`src/rtl/core/ssfe_pkg.sv`:
```
`default_nettype none

package ssfe_pkg;

    localparam int MAX_DIGITS = 6;
    localparam int GLYPH_W    = 5;
    localparam int SEG_IDX_W  = 3;
    localparam int CFG_IDX_W  = 2;

    localparam logic [CFG_IDX_W-1:0] CFG_FLIP   = 2'd0;
    localparam logic [CFG_IDX_W-1:0] CFG_MIRROR = 2'd1;

    localparam logic [7:0] DATA_MODE_CMD = 8'h40;
    localparam logic [7:0] ADDR_CMD      = 8'hC0;
    localparam logic [7:0] DISPLAY_OFF   = 8'h80;
    localparam logic [7:0] DISPLAY_ON    = 8'h88;
    localparam logic [7:0] COLON_BIT     = 8'h80;
    localparam logic [2:0] MAX_LEVEL     = 3'd7;

    typedef struct packed {
        logic [MAX_DIGITS-1:0][GLYPH_W-1:0] glyph;
        logic                               colon_on;
        logic                               blank_display;
        logic [7:0]                         brightness;
    } frame_t;

    typedef struct packed {
        logic [MAX_DIGITS-1:0][7:0] seg;
        logic                       colon_on;
        logic                       blank_display;
        logic [2:0]                 level;
    } seg_frame_t;

    typedef struct packed {
        logic [MAX_DIGITS-1:0][7:0] seg;
        logic [7:0]                 ctrl;
    } byte_frame_t;

    // Segment pattern for each glyph index; index 31 shows nothing.
    function automatic logic [7:0] glyph_code(input logic [GLYPH_W-1:0] idx);
        logic [7:0] code;
        case (idx)
            5'd0:    code = 8'h3F;
            5'd1:    code = 8'h06;
            5'd2:    code = 8'h5B;
            5'd3:    code = 8'h4F;
            5'd4:    code = 8'h66;
            5'd5:    code = 8'h6D;
            5'd6:    code = 8'h7D;
            5'd7:    code = 8'h07;
            5'd8:    code = 8'h7F;
            5'd9:    code = 8'h6F;
            5'd10:   code = 8'h77;
            5'd11:   code = 8'h7C;
            5'd12:   code = 8'h39;
            5'd13:   code = 8'h5E;
            5'd14:   code = 8'h79;
            5'd15:   code = 8'h71;
            5'd16:   code = 8'h76;
            5'd17:   code = 8'h38;
            5'd18:   code = 8'h50;
            5'd19:   code = 8'h73;
            5'd20:   code = 8'h37;
            5'd21:   code = 8'h40;
            5'd22:   code = 8'h01;
            5'd23:   code = 8'h08;
            5'd24:   code = 8'h63;
            5'd25:   code = 8'h5C;
            5'd26:   code = 8'h3E;
            5'd27:   code = 8'h58;
            5'd28:   code = 8'h6B;
            5'd29:   code = 8'h5D;
            default: code = 8'h00;
        endcase
        return code;
    endfunction

endpackage

`default_nettype wire

```
`src/rtl/core/ssfe_if.sv`:
```
`default_nettype none

interface ssfe_frame_if;
    logic       valid;
    logic       ready;
    logic [4:0] glyph_0;
    logic [4:0] glyph_1;
    logic [4:0] glyph_2;
    logic [4:0] glyph_3;
    logic [4:0] glyph_4;
    logic [4:0] glyph_5;
    logic       colon_on;
    logic       blank_display;
    logic [7:0] brightness;

    modport source (
        output valid, glyph_0, glyph_1, glyph_2, glyph_3, glyph_4, glyph_5,
               colon_on, blank_display, brightness,
        input  ready
    );
    modport sink (
        input  valid, glyph_0, glyph_1, glyph_2, glyph_3, glyph_4, glyph_5,
               colon_on, blank_display, brightness,
        output ready
    );
endinterface

interface ssfe_byte_if;
    logic       valid;
    logic       ready;
    logic [7:0] out_byte;
    logic       end_of_transfer;
    logic       last;

    modport source (output valid, out_byte, end_of_transfer, last, input ready);
    modport sink (input valid, out_byte, end_of_transfer, last, output ready);
endinterface

interface ssfe_cfg_if;
    logic       valid;
    logic       ready;
    logic [1:0] index;
    logic       data;

    modport source (output valid, index, data, input ready);
    modport sink (input valid, index, data, output ready);
endinterface

`default_nettype wire

```
`src/rtl/core/ssfe_lookup.sv`:
```
`default_nettype none

module ssfe_lookup
    import ssfe_pkg::*;
#(
    parameter int DIGITS = 6
)(
    input  wire logic       clk,
    input  wire logic       rst_n,
    input  wire logic       flip,
    input  wire logic       in_valid,
    output logic            in_ready,
    input  wire frame_t     in_frame,
    output logic            out_valid,
    input  wire logic       out_ready,
    output seg_frame_t      out_frame
);

    // Rotating by 180 degrees moves a->d, b->e, c->f and back; g stays.
    function automatic logic [7:0] rotate_segments(input logic [7:0] s);
        return {1'b0, s[6], s[2], s[1], s[0], s[5], s[4], s[3]};
    endfunction

    logic       cap_valid_reg;
    frame_t     cap_frame_reg;
    logic       seg_valid_reg;
    seg_frame_t seg_frame_reg;
    seg_frame_t seg_frame_next;
    logic       cap_ready;
    logic       seg_ready;

    logic [MAX_DIGITS-1:0][7:0] seg_next;

    assign seg_ready = !seg_valid_reg || out_ready;
    assign cap_ready = !cap_valid_reg || seg_ready;
    assign in_ready  = cap_ready;

    // Segment byte k+1 shows the last glyph first unless the display is flipped.
    for (genvar k = 0; k < MAX_DIGITS; k++) begin : g_slot
        if (k < DIGITS) begin : g_used
            assign seg_next[k] = flip ? rotate_segments(glyph_code(cap_frame_reg.glyph[k]))
                                      : glyph_code(cap_frame_reg.glyph[DIGITS-1-k]);
        end
        else begin : g_unused
            assign seg_next[k] = 8'h00;
        end
    end

    always_comb
    begin
        seg_frame_next.seg           = seg_next;
        seg_frame_next.colon_on      = cap_frame_reg.colon_on;
        seg_frame_next.blank_display = cap_frame_reg.blank_display;
        seg_frame_next.level         = (cap_frame_reg.brightness > 8'(MAX_LEVEL))
                                       ? MAX_LEVEL : cap_frame_reg.brightness[2:0];
    end

    always_ff @(posedge clk or negedge rst_n)
    begin
        if (!rst_n)
        begin
            cap_valid_reg <= 1'b0;
            seg_valid_reg <= 1'b0;
        end
        else
        begin
            if (cap_ready)
                cap_valid_reg <= in_valid;
            if (seg_ready)
                seg_valid_reg <= cap_valid_reg;
        end
    end

    always_ff @(posedge clk)
    begin
        if (cap_ready && in_valid)
            cap_frame_reg <= in_frame;
        if (seg_ready && cap_valid_reg)
            seg_frame_reg <= seg_frame_next;
    end

    assign out_valid = seg_valid_reg;
    assign out_frame = seg_frame_reg;

endmodule

`default_nettype wire

```
`src/rtl/core/ssfe_format.sv`:
```
`default_nettype none

module ssfe_format
    import ssfe_pkg::*;
(
    input  wire logic       clk,
    input  wire logic       rst_n,
    input  wire logic       mirror,
    input  wire logic       in_valid,
    output logic            in_ready,
    input  wire seg_frame_t in_frame,
    output logic            out_valid,
    input  wire logic       out_ready,
    output byte_frame_t     out_frame
);

    // Top-to-bottom flip swaps a/d, b/c and e/f; g and the colon bit stay.
    function automatic logic [7:0] mirror_segments(input logic [7:0] s);
        return {s[7], s[6], s[4], s[5], s[0], s[1], s[2], s[3]};
    endfunction

    logic        fmt_valid_reg;
    byte_frame_t fmt_frame_reg;
    byte_frame_t fmt_frame_next;

    assign in_ready = !fmt_valid_reg || out_ready;

    always_comb
    begin
        for (int k = 0; k < MAX_DIGITS; k++)
        begin
            fmt_frame_next.seg[k] = mirror ? mirror_segments(in_frame.seg[k])
                                           : in_frame.seg[k];
            // Colon dots sit on the second and fourth segment bytes.
            if (in_frame.colon_on && (k == 1 || k == 3))
                fmt_frame_next.seg[k] = fmt_frame_next.seg[k] | COLON_BIT;
        end
        fmt_frame_next.ctrl = in_frame.blank_display ? DISPLAY_OFF
                                                     : (DISPLAY_ON | {5'b0, in_frame.level});
    end

    always_ff @(posedge clk or negedge rst_n)
    begin
        if (!rst_n)
            fmt_valid_reg <= 1'b0;
        else if (in_ready)
            fmt_valid_reg <= in_valid;
    end

    always_ff @(posedge clk)
    begin
        if (in_ready && in_valid)
            fmt_frame_reg <= fmt_frame_next;
    end

    assign out_valid = fmt_valid_reg;
    assign out_frame = fmt_frame_reg;

endmodule

`default_nettype wire

```
`src/rtl/core/ssfe_serializer.sv`:
```
`default_nettype none

module ssfe_serializer
    import ssfe_pkg::*;
#(
    parameter int DIGITS = 6
)(
    input  wire logic        clk,
    input  wire logic        rst_n,
    input  wire logic        in_valid,
    output logic             in_ready,
    input  wire byte_frame_t in_frame,
    output logic             out_valid,
    input  wire logic        out_ready,
    output logic [7:0]       out_byte,
    output logic             end_of_transfer,
    output logic             last
);

    localparam int               CNT_W    = $clog2(DIGITS + 3);
    localparam logic [CNT_W-1:0] ADDR_CNT = CNT_W'(1);
    localparam logic [CNT_W-1:0] SEG_END  = CNT_W'(DIGITS + 1);
    localparam logic [CNT_W-1:0] LAST_CNT = CNT_W'(DIGITS + 2);

    logic                 busy_reg;
    logic [CNT_W-1:0]     cnt_reg;
    logic [CNT_W-1:0]     cnt_next;
    byte_frame_t          frame_reg;
    logic [SEG_IDX_W-1:0] seg_idx;
    logic                 byte_taken;
    logic                 frame_done;
    logic                 load;

    assign byte_taken = busy_reg && out_ready;
    assign frame_done = byte_taken && (cnt_reg == LAST_CNT);
    // A new frame is taken while the control byte of the current one leaves.
    assign in_ready   = !busy_reg || frame_done;
    assign load       = in_ready && in_valid;
    assign cnt_next   = cnt_reg + CNT_W'(1);
    assign seg_idx    = SEG_IDX_W'(cnt_reg - CNT_W'(2));

    always_ff @(posedge clk or negedge rst_n)
    begin
        if (!rst_n)
        begin
            busy_reg <= 1'b0;
            cnt_reg  <= '0;
        end
        else if (load)
        begin
            busy_reg <= 1'b1;
            cnt_reg  <= '0;
        end
        else if (frame_done)
        begin
            busy_reg <= 1'b0;
            cnt_reg  <= '0;
        end
        else if (byte_taken)
        begin
            cnt_reg <= cnt_next;
        end
    end

    always_ff @(posedge clk)
    begin
        if (load)
            frame_reg <= in_frame;
    end

    always_comb
    begin
        end_of_transfer = 1'b0;
        last            = 1'b0;
        if (cnt_reg == '0)
        begin
            out_byte        = DATA_MODE_CMD;
            end_of_transfer = 1'b1;
        end
        else if (cnt_reg == ADDR_CNT)
        begin
            out_byte = ADDR_CMD;
        end
        else if (cnt_reg == LAST_CNT)
        begin
            out_byte        = frame_reg.ctrl;
            end_of_transfer = 1'b1;
            last            = 1'b1;
        end
        else
        begin
            out_byte        = frame_reg.seg[seg_idx];
            end_of_transfer = (cnt_reg == SEG_END);
        end
    end

    assign out_valid = busy_reg;

endmodule

`default_nettype wire

```
`src/rtl/core/six_digit_segment_frame_encoder.sv`:
```
// The first byte of a frame is offered once it has passed the capture, segment and format
// registers and been loaded into the serializer. A frame is DIGITS + 3 bytes (nine at the
// default), sent one byte per cycle while result.ready is high; up to three more frames
// wait in the stages. Reset: rst_n is asynchronous and active low; it empties every stage
// and clears the flip and mirror settings.
`default_nettype none

module six_digit_segment_frame_encoder
    import ssfe_pkg::*;
#(
    parameter int DIGITS = 6
)(
    input  wire logic   clk,
    input  wire logic   rst_n,
    ssfe_frame_if.sink  frame,
    ssfe_byte_if.source result,
    ssfe_cfg_if.sink    cfg
);

    logic        flip_reg;
    logic        mirror_reg;
    frame_t      in_frame;
    logic        seg_valid;
    logic        seg_ready;
    seg_frame_t  seg_frame;
    logic        fmt_valid;
    logic        fmt_ready;
    byte_frame_t fmt_frame;

    assign cfg.ready = 1'b1;

    always_ff @(posedge clk or negedge rst_n)
    begin
        if (!rst_n)
        begin
            flip_reg   <= 1'b0;
            mirror_reg <= 1'b0;
        end
        else if (cfg.valid)
        begin
            unique case (cfg.index)
                CFG_FLIP:   flip_reg   <= cfg.data;
                CFG_MIRROR: mirror_reg <= cfg.data;
                default:    ;
            endcase
        end
    end

    always_comb
    begin
        in_frame.glyph[0]      = frame.glyph_0;
        in_frame.glyph[1]      = frame.glyph_1;
        in_frame.glyph[2]      = frame.glyph_2;
        in_frame.glyph[3]      = frame.glyph_3;
        in_frame.glyph[4]      = frame.glyph_4;
        in_frame.glyph[5]      = frame.glyph_5;
        in_frame.colon_on      = frame.colon_on;
        in_frame.blank_display = frame.blank_display;
        in_frame.brightness    = frame.brightness;
    end

    ssfe_lookup #(
        .DIGITS (DIGITS)
    ) u_lookup (
        .clk       (clk),
        .rst_n     (rst_n),
        .flip      (flip_reg),
        .in_valid  (frame.valid),
        .in_ready  (frame.ready),
        .in_frame  (in_frame),
        .out_valid (seg_valid),
        .out_ready (seg_ready),
        .out_frame (seg_frame)
    );

    ssfe_format u_format (
        .clk       (clk),
        .rst_n     (rst_n),
        .mirror    (mirror_reg),
        .in_valid  (seg_valid),
        .in_ready  (seg_ready),
        .in_frame  (seg_frame),
        .out_valid (fmt_valid),
        .out_ready (fmt_ready),
        .out_frame (fmt_frame)
    );

    ssfe_serializer #(
        .DIGITS (DIGITS)
    ) u_serializer (
        .clk             (clk),
        .rst_n           (rst_n),
        .in_valid        (fmt_valid),
        .in_ready        (fmt_ready),
        .in_frame        (fmt_frame),
        .out_valid       (result.valid),
        .out_ready       (result.ready),
        .out_byte        (result.out_byte),
        .end_of_transfer (result.end_of_transfer),
        .last            (result.last)
    );

endmodule

`default_nettype wire

```
`src/flat_wrapper.sv`:
```
// flat-port wrapper written by rule: the top's interface ports become plain ports
module six_digit_segment_frame_encoder_flat import ssfe_pkg::*;
#(
    parameter int DIGITS = 6
)
  (clk, rst_n, frame_valid, frame_glyph_0, frame_glyph_1, frame_glyph_2, frame_glyph_3, frame_glyph_4, frame_glyph_5, frame_colon_on, frame_blank_display, frame_brightness, frame_ready, result_valid, result_out_byte, result_end_of_transfer, result_last, result_ready, cfg_valid, cfg_index, cfg_data, cfg_ready);
  ssfe_frame_if frame_i ();
  ssfe_byte_if result_i ();
  ssfe_cfg_if cfg_i ();
  input  wire logic clk;
  input  wire logic rst_n;
  input wire logic [$bits(frame_i.valid)-1:0] frame_valid;
  input wire logic [$bits(frame_i.glyph_0)-1:0] frame_glyph_0;
  input wire logic [$bits(frame_i.glyph_1)-1:0] frame_glyph_1;
  input wire logic [$bits(frame_i.glyph_2)-1:0] frame_glyph_2;
  input wire logic [$bits(frame_i.glyph_3)-1:0] frame_glyph_3;
  input wire logic [$bits(frame_i.glyph_4)-1:0] frame_glyph_4;
  input wire logic [$bits(frame_i.glyph_5)-1:0] frame_glyph_5;
  input wire logic [$bits(frame_i.colon_on)-1:0] frame_colon_on;
  input wire logic [$bits(frame_i.blank_display)-1:0] frame_blank_display;
  input wire logic [$bits(frame_i.brightness)-1:0] frame_brightness;
  output wire logic [$bits(frame_i.ready)-1:0] frame_ready;
  output wire logic [$bits(result_i.valid)-1:0] result_valid;
  output wire logic [$bits(result_i.out_byte)-1:0] result_out_byte;
  output wire logic [$bits(result_i.end_of_transfer)-1:0] result_end_of_transfer;
  output wire logic [$bits(result_i.last)-1:0] result_last;
  input wire logic [$bits(result_i.ready)-1:0] result_ready;
  input wire logic [$bits(cfg_i.valid)-1:0] cfg_valid;
  input wire logic [$bits(cfg_i.index)-1:0] cfg_index;
  input wire logic [$bits(cfg_i.data)-1:0] cfg_data;
  output wire logic [$bits(cfg_i.ready)-1:0] cfg_ready;
  assign frame_i.valid = frame_valid;
  assign frame_i.glyph_0 = frame_glyph_0;
  assign frame_i.glyph_1 = frame_glyph_1;
  assign frame_i.glyph_2 = frame_glyph_2;
  assign frame_i.glyph_3 = frame_glyph_3;
  assign frame_i.glyph_4 = frame_glyph_4;
  assign frame_i.glyph_5 = frame_glyph_5;
  assign frame_i.colon_on = frame_colon_on;
  assign frame_i.blank_display = frame_blank_display;
  assign frame_i.brightness = frame_brightness;
  assign frame_ready = frame_i.ready;
  assign result_valid = result_i.valid;
  assign result_out_byte = result_i.out_byte;
  assign result_end_of_transfer = result_i.end_of_transfer;
  assign result_last = result_i.last;
  assign result_i.ready = result_ready;
  assign cfg_i.valid = cfg_valid;
  assign cfg_i.index = cfg_index;
  assign cfg_i.data = cfg_data;
  assign cfg_ready = cfg_i.ready;
  six_digit_segment_frame_encoder #(.DIGITS(DIGITS)) u_core (.clk(clk), .rst_n(rst_n), .frame(frame_i), .result(result_i), .cfg(cfg_i));
endmodule
```
`config.mk`:
```
export PLATFORM = sky130hd
export DESIGN_NAME = six_digit_segment_frame_encoder_flat
export DESIGN_NICKNAME = d
export VERILOG_FILES = /design/src/rtl/core/ssfe_pkg.sv /design/src/rtl/core/ssfe_if.sv /design/src/rtl/core/ssfe_lookup.sv /design/src/rtl/core/ssfe_format.sv /design/src/rtl/core/ssfe_serializer.sv /design/src/rtl/core/six_digit_segment_frame_encoder.sv /design/src/flat_wrapper.sv
export SDC_FILE = /design/constraint.sdc
export NUM_CORES = 1
export LEC_CHECK = 0
export BUFFER_PORTS_ARGS = -buffer_cell sky130_fd_sc_hd__buf_2
export CORE_MARGIN = 2
export CORE_UTILIZATION = 25
export DETAILED_ROUTE_END_ITERATION = 6
export PLACE_DENSITY = 0.53
export SLEW_MARGIN = 5
export SYNTH_ARGS = -nofsm -noshare
export SYNTH_HDL_FRONTEND = slang
export SYNTH_SLANG_ARGS = --single-unit
```
`constraint.sdc`:
```
create_clock -name clk -period 3.6 [get_ports clk]
set_input_delay 0.9 -clock clk [delete_from_list [all_inputs] [get_ports clk]]
set_output_delay 0.9 -clock clk [all_outputs]
set_load 0.02 [all_outputs]
```
==> results <==
- Setup violations remaining at the end of the flow were counted as 0.
- The run finished with clean final reports.
- The total wirelength of the detailed-routed design is between 20 and 30 mm.
- The worst register-to-register path has a setup slack of roughly 0.59 ns.
- The routed layout has approximately 7,800 vias.
- The average vias per placed instance is about 4.7.
- The most instantiated library cell after synthesis is sky130_fd_sc_hd__edfxtp_1.
- The standard-cell row count is 80.
- The worst-case setup margin in the final layout is 0.143 ns.
- The root buffer cell is sky130_fd_sc_hd__clkbuf_16.
- After clock tree synthesis, the setup repair step added 0 buffers.
- By area the synthesized netlist is led by sky130_fd_sc_hd__edfxtp_1 45%, sky130_fd_sc_hd__mux2_2 10%, sky130_fd_sc_hd__dfxtp_1 7.0%, sky130_fd_sc_hd__ha_1 5.4%, sky130_fd_sc_hd__mux2i_1 2.4%.
- The cell area power density is about 570 nW/um2.
- The first-pass detailed-route iteration total is 5.
- The number of cells produced by synthesis is between 900 and 1,000.
- Entering global routing, the biggest net connects 48 pins.
- The required time of the worst setup path is around 2.7 ns.
- The post-route minimum period is 3.46 ns.
- Setup repair after global routing left no endpoint under its margin.
- The critical path launch point type is a register.
- The detail route stage leaves a number of antenna-violating nets equal to 0.
- The min-delay analysis places its worst path in the category input port to async pin.
- Cells fill about 30% of the core in the end.
- The cts-stage hold buffer count is 0.
- For this run, asynchronously set or reset flops after synthesis account for about 4.3%.
- Summed over its instances, the top area cell type makes up 45.3% of the synthesized netlist area.
- The synthesized design spends more area on one cell type than any other, namely sky130_fd_sc_hd__edfxtp_1.
- The top-level I/O count is a little over 60.
- The area of all placed cells without fillers is about 14,000 um2.
- The count of different cell masters after synthesis is a little over 70.
- The sequential cell area fraction in the yosys report is between 50 and 60%.
- At the placement stage, the worst setup path has a slack of approximately 0.32 ns.
- For the pin with the worst max-slew slack, the measured transition is between 0.6 and 0.7 ns.
- The first global-routing pass estimated about 42 mm of wire.
- The repair_antennas step left the layout with diodes totalling 0.
- The later-pin clock latency in the skew report is 0.56 ns.
- The port buffer count is just under 60.
- The fraction of layout instances using a drive strength above 1 is about 28%.
- The analysis attributes to cell leakage a power of between 0.004 and 0.005 uW.
- The total CTS buffers is 27.
- Measured in cells, the most critical reg-to-reg path has a length of 11.
- For this run the aggregate overflow at the end of global routing stands at 0.
- VDD sags by at most a little over 300 uV.
- The per-instance average area after synthesis is approximately 13 um2.
- For this block, the initial DRC count from the detailed router was 589.
- Compared with the post-synthesis result, the final layout area differs by 17.4%.
- The starting density of the core is 25.2%.
- The maximum clock rate is 289 MHz.
- The largest fanout on the critical path is 20.
- In this run the number of H-tree levels came out at 1.
- The floorplan step defined a die boundary enclosing just under 50,000 um2.
- The category of the critical setup timing path is register to output pin.
- The placeable core area is ~48,000 um2.
- The number of antenna violations at the first check in global routing was 0.
- After layout, the worst path uses a little over nine tenths of the clock period.
- At the end of routability-driven placement, the weighted congestion stood at between 0.8 and 0.9.
- The element type at the critical path end is an output pin.
- The launching point of the worst reg2reg path is u_core.u_serializer.cnt_reg[1].
- The die outline height is about 220 um.
- The final net count is 1,129.
- The sum of net half-perimeters after detailed placement is ~18 mm.
- The capturing instance or port of the critical path is result_out_byte[3].
- The width of the chip is between 200 and 250 um.
- The number of global-route vias before repair was 7,791.
- The TritonCTS clock tree is built.
- The remaining max-slew budget at the tightest pin is 57.5%.
- Tracing the worst setup path back leads to its startpoint at u_core.u_serializer.cnt_reg[0].
- The number of clock sinks is ~230.
- The post-route non-filler standard cell count is approximately 1,700.
- The dominant register cell in the synthesized netlist is sky130_fd_sc_hd__edfxtp_1.
- The commonest cells after synthesis are 181 x sky130_fd_sc_hd__edfxtp_1, 111 x sky130_fd_sc_hd__mux2_2, 71 x sky130_fd_sc_hd__nand2_1, 52 x sky130_fd_sc_hd__ha_1, 46 x sky130_fd_sc_hd__a21oi_1.
- Synthesis produced a netlist with a net count of 1,047.
- The global routing usage summed across all routing layers is between 10% and 20%.
- The design draws 7980 uW.
- The clock-pin transition on the worst setup and hold timing paths is 0.06 ns.
- For the worst setup path, the data arrival time is about 2.6 ns.
- The number of max-slew violations in the final report is 0.
- The number of hold violations in the final report came to 0.
- After detailed routing, the average wire length per cell comes to ~16 um.
- The cell count after placement is about 1,600.
- The largest buffer count on any clock path is 3.
- The Yosys step of the flow raised 0 warnings.
- The max-capacitance violation count is 0.
- The final routed DRC violation total is 0.
- The count of flip-flops with a built-in enable after synthesis is around 180.
- The post-synthesis register bit count is around 230.
- After detailed placement, the total cell area comes to roughly 13,000 um2.
- The cell area after synthesis is about 12,000 um2.
- Between clock sinks in the finished design, the worst skew comes to 0.0224 ns.
-- cell type report --
class                      instances  area (um2)
clock buffer                      32         724
clock inverter                    18         186
fill                            4763       33500
inverter                          29         111
multi-input combinational        638        5140
sequential                       233        6530
tap                              615         769
timing repair buffer             100         623
-- layout by cell type (no fill, tap or decap), drive strengths merged, types with 4 or more instances in the layout --
master    instances
a211oi            9
a21oi            46
a221oi            5
a22oi             7
a311oi            6
a31oi            20
a32o              4
and2              5
and3              5
buf             100
clkbuf           32
clkinv            8
clkinvlp          4
dfrtp            10
dfxtp            42
edfxtp          181
ha               52
inv              33
mux2            118
mux2i            38
mux4              9
nand2            71
nand2b           10
nand3            26
nand3b            6
nand4             8
nor2             31
nor2b             7
nor3             14
nor3b             9
o2111ai           4
o211ai           10
o21ai            39
o22ai            13
o31ai             8
or3               5
xnor2             7
-- stage by stage --
stage          setup TNS [ns]  hold slack, ns
2_1_floorplan       -0.000123           0.400
3_3_place_gp                0           0.405
3_5_place_dp                0           0.405
4_1_cts                     0           0.204
5_1_grt                     0           0.218
6_report                    0           0.208
-- cells by family (layout without fill, tap and decap cells) --
group / count (synthesis) / count (layout) / synth area share, %
flip-flops: 233 / 233 / 54.4
adder cells (fa/ha/maj): 52 / 52 / 5.43
AO/OA/AOI/OAI: 210 / 210 / 11.9
XOR/XNOR: 8 / 8 / 0.584
other: 1 / 1 / 0.0313
AND/OR/NAND/NOR: 202 / 202 / 8.19
multiplexers: 165 / 165 / 16.5
buffers and inverters: 76 / 179 / 2.93
-- how the worst min path moves through the flow --
stage,cells after the start,start,endpoint
global route,1,rst_n,u_core.u_serializer.cnt_reg[2]
finish,1,rst_n,u_core.u_serializer.cnt_reg[2]
detailed placement,0,u_core.u_format.out_frame[32],u_core.u_serializer.frame_reg[32]
global placement,0,u_core.u_lookup.cap_frame_reg[8],u_core.u_lookup.out_frame[3]
CTS,1,rst_n,u_core.u_serializer.cnt_reg[2]
floorplan,0,u_core.u_lookup.out_frame[11],u_core.u_format.out_frame[14]
-- layer usage --
metal  GRT usage [%]  vias up  routed length, um
li1                -     3822                  -
met1            14.3     3784              12400
met2            16.9      146              12100
met3            1.24       37                879
met4            3.16        0                519
met5               0        -                  0
-- repair_timing --
item                       CTS  global route
gates cloned                 0             0
setup endpoints to repair    2             5
pin swaps                    0             0
resized for setup            1             4
-- critical path, stage by stage, from the launching register on --
cell	delay, ns
sky130_fd_sc_hd__dfrtp_1	0.39
sky130_fd_sc_hd__buf_8	0.21
sky130_fd_sc_hd__mux4_2	0.55
sky130_fd_sc_hd__a22oi_1	0.29
sky130_fd_sc_hd__nor2_1	0.07
sky130_fd_sc_hd__a21oi_1	0.14
sky130_fd_sc_hd__o22ai_1	0.15
sky130_fd_sc_hd__buf_2	0.20
-- power by group --
group	switching [uW]	internal [uW]
registers	122	3200
logic	1100	817
clock network	1140	1610
(Power assumes the default switching activity.)
